File: src/rtl/hsv_hue_range_shift_assert.svh
// Assertion macros for the hue shift RTL.
`ifndef HSV_HUE_RANGE_SHIFT_ASSERT_SVH
`define HSV_HUE_RANGE_SHIFT_ASSERT_SVH
`ifndef SYNTHESIS
`define HSV_ASSERT_IMPLY(lbl, clk_sig, rst_sig, ante, cons) \
  lbl: assert property (@(posedge clk_sig) disable iff (rst_sig) (ante) |-> (cons)) \
    else $error("hsv_hue_range_shift: check failed");
`define HSV_ASSERT_NEXT(lbl, clk_sig, rst_sig, ante, cons) \
  lbl: assert property (@(posedge clk_sig) disable iff (rst_sig) (ante) |=> (cons)) \
    else $error("hsv_hue_range_shift: check failed");
`else
`define HSV_ASSERT_IMPLY(lbl, clk_sig, rst_sig, ante, cons)
`define HSV_ASSERT_NEXT(lbl, clk_sig, rst_sig, ante, cons)
`endif
`endif

File: src/rtl/hsv_pkg.sv
// Shared constants and types for the hue range shift pipeline.
package hsv_pkg;

  localparam int DEND_W = 25;
  localparam int DSR_W  = 9;
  localparam int QUO_W  = 17;

  localparam int LATENCY = 27;

  localparam logic [1:0] SEL_RED   = 2'd0;
  localparam logic [1:0] SEL_GREEN = 2'd1;
  localparam logic [1:0] SEL_BLUE  = 2'd2;

  localparam logic [1:0] REG_HUE_LOW   = 2'd0;
  localparam logic [1:0] REG_HUE_HIGH  = 2'd1;
  localparam logic [1:0] REG_HUE_SHIFT = 2'd2;

  localparam logic [16:0] SECTOR_Q8 = 17'd15360;
  localparam logic [16:0] HUE_FULL  = 17'd92160;
  localparam logic [29:0] SCALE_FULL = 30'd1006632960;
  localparam logic [38:0] SCALE_HALF = 39'd503316480;
  localparam logic [12:0] RECIP_15  = 13'd4370;

  typedef struct packed {
    logic       valid;
    logic       pass;
    logic       grey;
    logic [7:0] r;
    logic [7:0] g;
    logic [7:0] b;
    logic [7:0] mx;
    logic [1:0] sel;
  } side_t;

endpackage

File: src/rtl/hsv_div.sv
// Pipelined restoring divider, one quotient bit per register stage.
module hsv_div
  import hsv_pkg::*;
(
  input  logic              clk,
  input  logic [DEND_W-1:0] dividend,
  input  logic [DSR_W-1:0]  divisor,
  output logic [QUO_W-1:0]  quotient
);

  logic [DSR_W-1:0] rem_s [1:QUO_W];
  logic [QUO_W-1:0] low_s [1:QUO_W];
  logic [DSR_W-1:0] dsr_s [1:QUO_W];

  for (genvar i = 0; i < QUO_W; i++) begin : g_step
    logic [DSR_W:0]   trial;
    logic [DSR_W:0]   diff;
    logic [QUO_W-1:0] low_in;
    logic [DSR_W-1:0] dsr_in;
    logic             ge;

    if (i == 0) begin : g_first
      assign trial  = {1'b0, dividend[DEND_W-1:QUO_W], dividend[QUO_W-1]};
      assign low_in = dividend[QUO_W-1:0];
      assign dsr_in = divisor;
    end else begin : g_next
      assign trial  = {rem_s[i], low_s[i][QUO_W-1]};
      assign low_in = low_s[i];
      assign dsr_in = dsr_s[i];
    end

    assign diff = trial - {1'b0, dsr_in};
    assign ge   = trial >= {1'b0, dsr_in};

    always_ff @(posedge clk) begin
      rem_s[i+1] <= ge ? diff[DSR_W-1:0] : trial[DSR_W-1:0];
      low_s[i+1] <= {low_in[QUO_W-2:0], ge};
      dsr_s[i+1] <= dsr_in;
    end
  end

  assign quotient = low_s[QUO_W];

endmodule

File: config.mk
export PLATFORM = sky130hd
export DESIGN_NAME = hsv_div
export DESIGN_NICKNAME = d
export VERILOG_FILES = /design/src/rtl/hsv_hue_range_shift_assert.svh /design/src/rtl/hsv_pkg.sv /design/src/rtl/hsv_div.sv
export SDC_FILE = /design/constraint.sdc
export NUM_CORES = 1
export LEC_CHECK = 0
export ABC_AREA = 1
export BUFFER_PORTS_ARGS = -buffer_cell sky130_fd_sc_hd__buf_2
export CAP_MARGIN = 20
export CORE_AREA = 2 2 214 216
export DETAILED_ROUTE_END_ITERATION = 7
export DIE_AREA = 0 0 216 218
export HOLD_SLACK_MARGIN = 0.08
export PLACE_DENSITY = 0.7
export SLEW_MARGIN = 20
export SYNTH_ARGS = -nofsm -noshare
export SYNTH_HDL_FRONTEND = slang
export SYNTH_SLANG_ARGS = --single-unit
File: constraint.sdc
create_clock -name clk -period 2.3 [get_ports clk]
set_input_delay 0.345 -clock clk [delete_from_list [all_inputs] [get_ports clk]]
set_output_delay 0.345 -clock clk [all_outputs]
set_load 0.1 [all_outputs]
==> results.py <==
metrics = {
    "run_status": {
        "outcome": "complete, no violations",
    },
    "critical_path": {
        "path_max_fanout": 10,
        "path_class": "reg2reg",
        "worst_path_max_delay_cell": "and2_1",
        "path_cells": "inv_1 -> ha_1 -> nand2_1 -> nand2_1 -> a21oi_1 -> and2_1 -> nand2_8 -> nand2_1 -> nand2_1",
        "crit_path_frequent_cell": "nand2_1",
        "arrival_ns": 2.43,
        "worst-path-stages": 9,
        "crit_path_start_kind": "flip-flop",
        "crit_buf_inv": 1,
        "crit_family": "simple AND/OR/NAND/NOR gates",
        "reg2regPathDepth": 9,
        "cp_slowest_stage_delay_ns": 0.48,
        "crit_path_end_kind": "flip-flop",
        "cp.required_ns": 2.78,
    },
    "synth": {
        "syn_nets": 2849,
        "synthDistinctLibCells": 29,
        "async_flop_share": 0,
        "synthCells": 2645,
        "ys.flop_type": "dfxtp_1",
        "synth.ff_latch_count": 577,
        "yosysWarningCount": 0,
        "syn_area_per_cell_um2": 8.394,
        "ys_seq_area_frac": 0.5203,
        "syn_area_um2": 22200,
        "synth_edf_count": 0,
    },
    "global_route": {
        "grt_overflow_total": 0,
        "grt_pass1_wl_um": 70870,
        "grt_antenna_before_repair": 0,
        "gr-usage-all-layers": 0.1818,
        "grt_pass1_vias": 15330,
        "grt_max_degree": 16,
    },
    "timing": {
        "hold_viol_final": 0,
        "rsz0062_at_grt": "false",
        "slew_viol_final": 0,
        "setup_tns_ns": 0,
        "skew_ns": 0.01405,
        "tightestPinTransition_ns": 0.5394,
        "finalCritPeriodShare": 0.8468,
        "fmax_mhz": 513.4,
        "final.min_clock_period_ns": 1.948,
        "relSlewSlack": 0.6404,
        "setup_viol": 0,
    },
    "clock_tree": {
        "clockBufferDepth": 3,
        "tritoncts": "done",
        "clk_transition_reported_paths_ns": 0.06,
        "worstSkewPairLatency_ns": 0.59,
        "ctsResizeCount": 0,
        "clkSinkCount": 577,
        "cts_inserted_buffers": 57,
        "cts-root-buf": "clkbuf_16",
        "h-tree-depth": 2,
    },
    "final_layout": {
        "antennaDiodeCount": 0,
        "final_util": 0.5649,
        "fin_area_um2": 25360,
        "nFillCells": 4014,
        "nets": 2973,
        "synthToLayoutAreaGrowth_pct": 14.22,
        "layout-drive-gt1-share": 0.08001,
    },
    "routing": {
        "remaining_drc_errors": 0,
        "firstDrtPassIters": 6,
        "via_count": 15870,
        "ant_nets": 0,
        "viasPerCell": 4.652,
        "postRouteWirelength_um": 42000,
        "first_iter_violations": 793,
        "wl_per_cell_um": 12.31,
    },
    "die": {
        "row_count": 78,
        "initial_core_util": 0.4945,
        "die_h_um": 218,
        "die_w_um": 216,
        "dieArea_um2": 47090,
        "fp.coreArea_um2": 44890,
        "ios": 52,
    },
    "hold_path": {
        "hold_path.class": "reg2reg",
        "hold_path_depth": 0,
    },
    "place": {
        "place_area_um2": 23070,
        "io_buffers": 51,
        "place_congestion": 0.8943,
        "post-dp-hpwl_um": 32100,
    },
    "power": {
        "p_leak_nw": 13.55,
        "power.density_nw_per_um2": 1498,
        "vdd_drop_max_mv": 0.9696,
    },
    "run": {
        "maxCapViolCount": 0,
    },
}
[metrics by stage]
step	hold WS (ns)	setup WS, ns	std cells	total power, mW
after global placement	0.3098	0.3572	3276	28.49
final	0.3211	0.3524	3412	37.99
after CTS	0.3204	0.3593	3412	38.28
after global routing	0.3204	0.2096	3412	41.03
after detailed placement	0.3121	0.3688	3276	28.73
after floorplan	0.3096	0.6781	2645	25.63
[final cells by class]
type / instances / area [um^2] / share of cell area
multi-input combinational: 1591 / 8796 / 0.3469
inverter: 456 / 1712 / 0.06750
clock buffer: 79 / 1652 / 0.06513
tap: 600 / 750.7 / 0.02960
timing repair buffer: 86 / 603.1 / 0.02378
sequential: 577 / 11550 / 0.4555
clock inverter: 23 / 294.0 / 0.01160
[repair_timing]
item | in CTS | in global routing
endpoints found under the hold margin | 34 | 0
setup buffers | 0 | 0
hold buffers | 34 | 0
[per-layer routing]
layer  wire [um]  up-vias  GRT usage
met3        1947       82    0.03389
met5           0        -          0
met1       19150     7024     0.2263
met4         973        0    0.05388
li1            -     8436          -
met2       19930      331     0.3206
[cell usage in the layout (no fill, tap or decap), types with 13 or more instances in the layout]
cell type / Yosys / layout
xor2_1: 47 / 47
buf_2: 15 / 51
dlygate4sd3_1: 0 / 34
nand4_1: 33 / 33
nand2_2: 30 / 30
inv_1: 453 / 453
nand2_1: 829 / 829
nor3_1: 15 / 15
nor2_2: 14 / 14
ha_1: 153 / 153
nand2_4: 13 / 13
clkbuf_16: 0 / 59
a21oi_1: 75 / 75
nor2_1: 49 / 49
dfxtp_1: 577 / 577
nand3_1: 275 / 275
fa_1: 16 / 16
[power by group]
| group | internal (mW) | switching (mW) | total (mW) |
|---|---|---|---|
| Sequential | 12.9 | 1.38 | 14.3 |
| Combinational | 5.01 | 9.38 | 14.4 |
| Clock | 5.68 | 3.66 | 9.34 |
| Total | 23.6 | 14.4 | 38.0 |
[worst paths after layout]
path	slack, ns	end	start
hold reg to reg	0.32	low_s[0][105]	low_s[0][87]
setup / recovery	0.35	rem_s[8][7]	dsr_s[1][34]
setup reg to reg	0.35	rem_s[8][7]	dsr_s[1][34]
hold / removal	0.32	low_s[0][105]	low_s[0][87]
[flip-flops by register name, indices dropped and copies added (netlist names)]
signal,count
low_s,289
dsr_s,144
rem_s,144
[cells in the mapped netlist, types with 4 or more instances]
cell type    n  area (um^2)
nand2_1    829         3112
ha_1       153         1914
inv_1      453         1700
buf_6        6        67.56
nand2_2     30        187.7
nor2_4       9        101.4
xor2_1      47        411.6
nand2_4     13        146.4
buf_2       15        75.07
nand4_1     33        206.5
nor2_2      14        87.58
dfxtp_1    577        11550
nor2_1      49        183.9
nand3b_1    10        75.07
nor3_1      15        75.07
a21oi_1     75        375.4
fa_1        16        320.3
nand2_8      5        100.1
nand3_1    275         1376
o21ai_0      4        20.02
[logic make-up after synthesis]
family	share of synthesized area
AND/OR/NAND/NOR	0.2581
XOR/XNOR	0.01894
AO/OA/AOI/OAI	0.01854
adder cells (fa/ha/maj)	0.1007
buffers and inverters	0.08352
flip-flops	0.5203
Note: power is estimated with default switching activity, not from simulation.
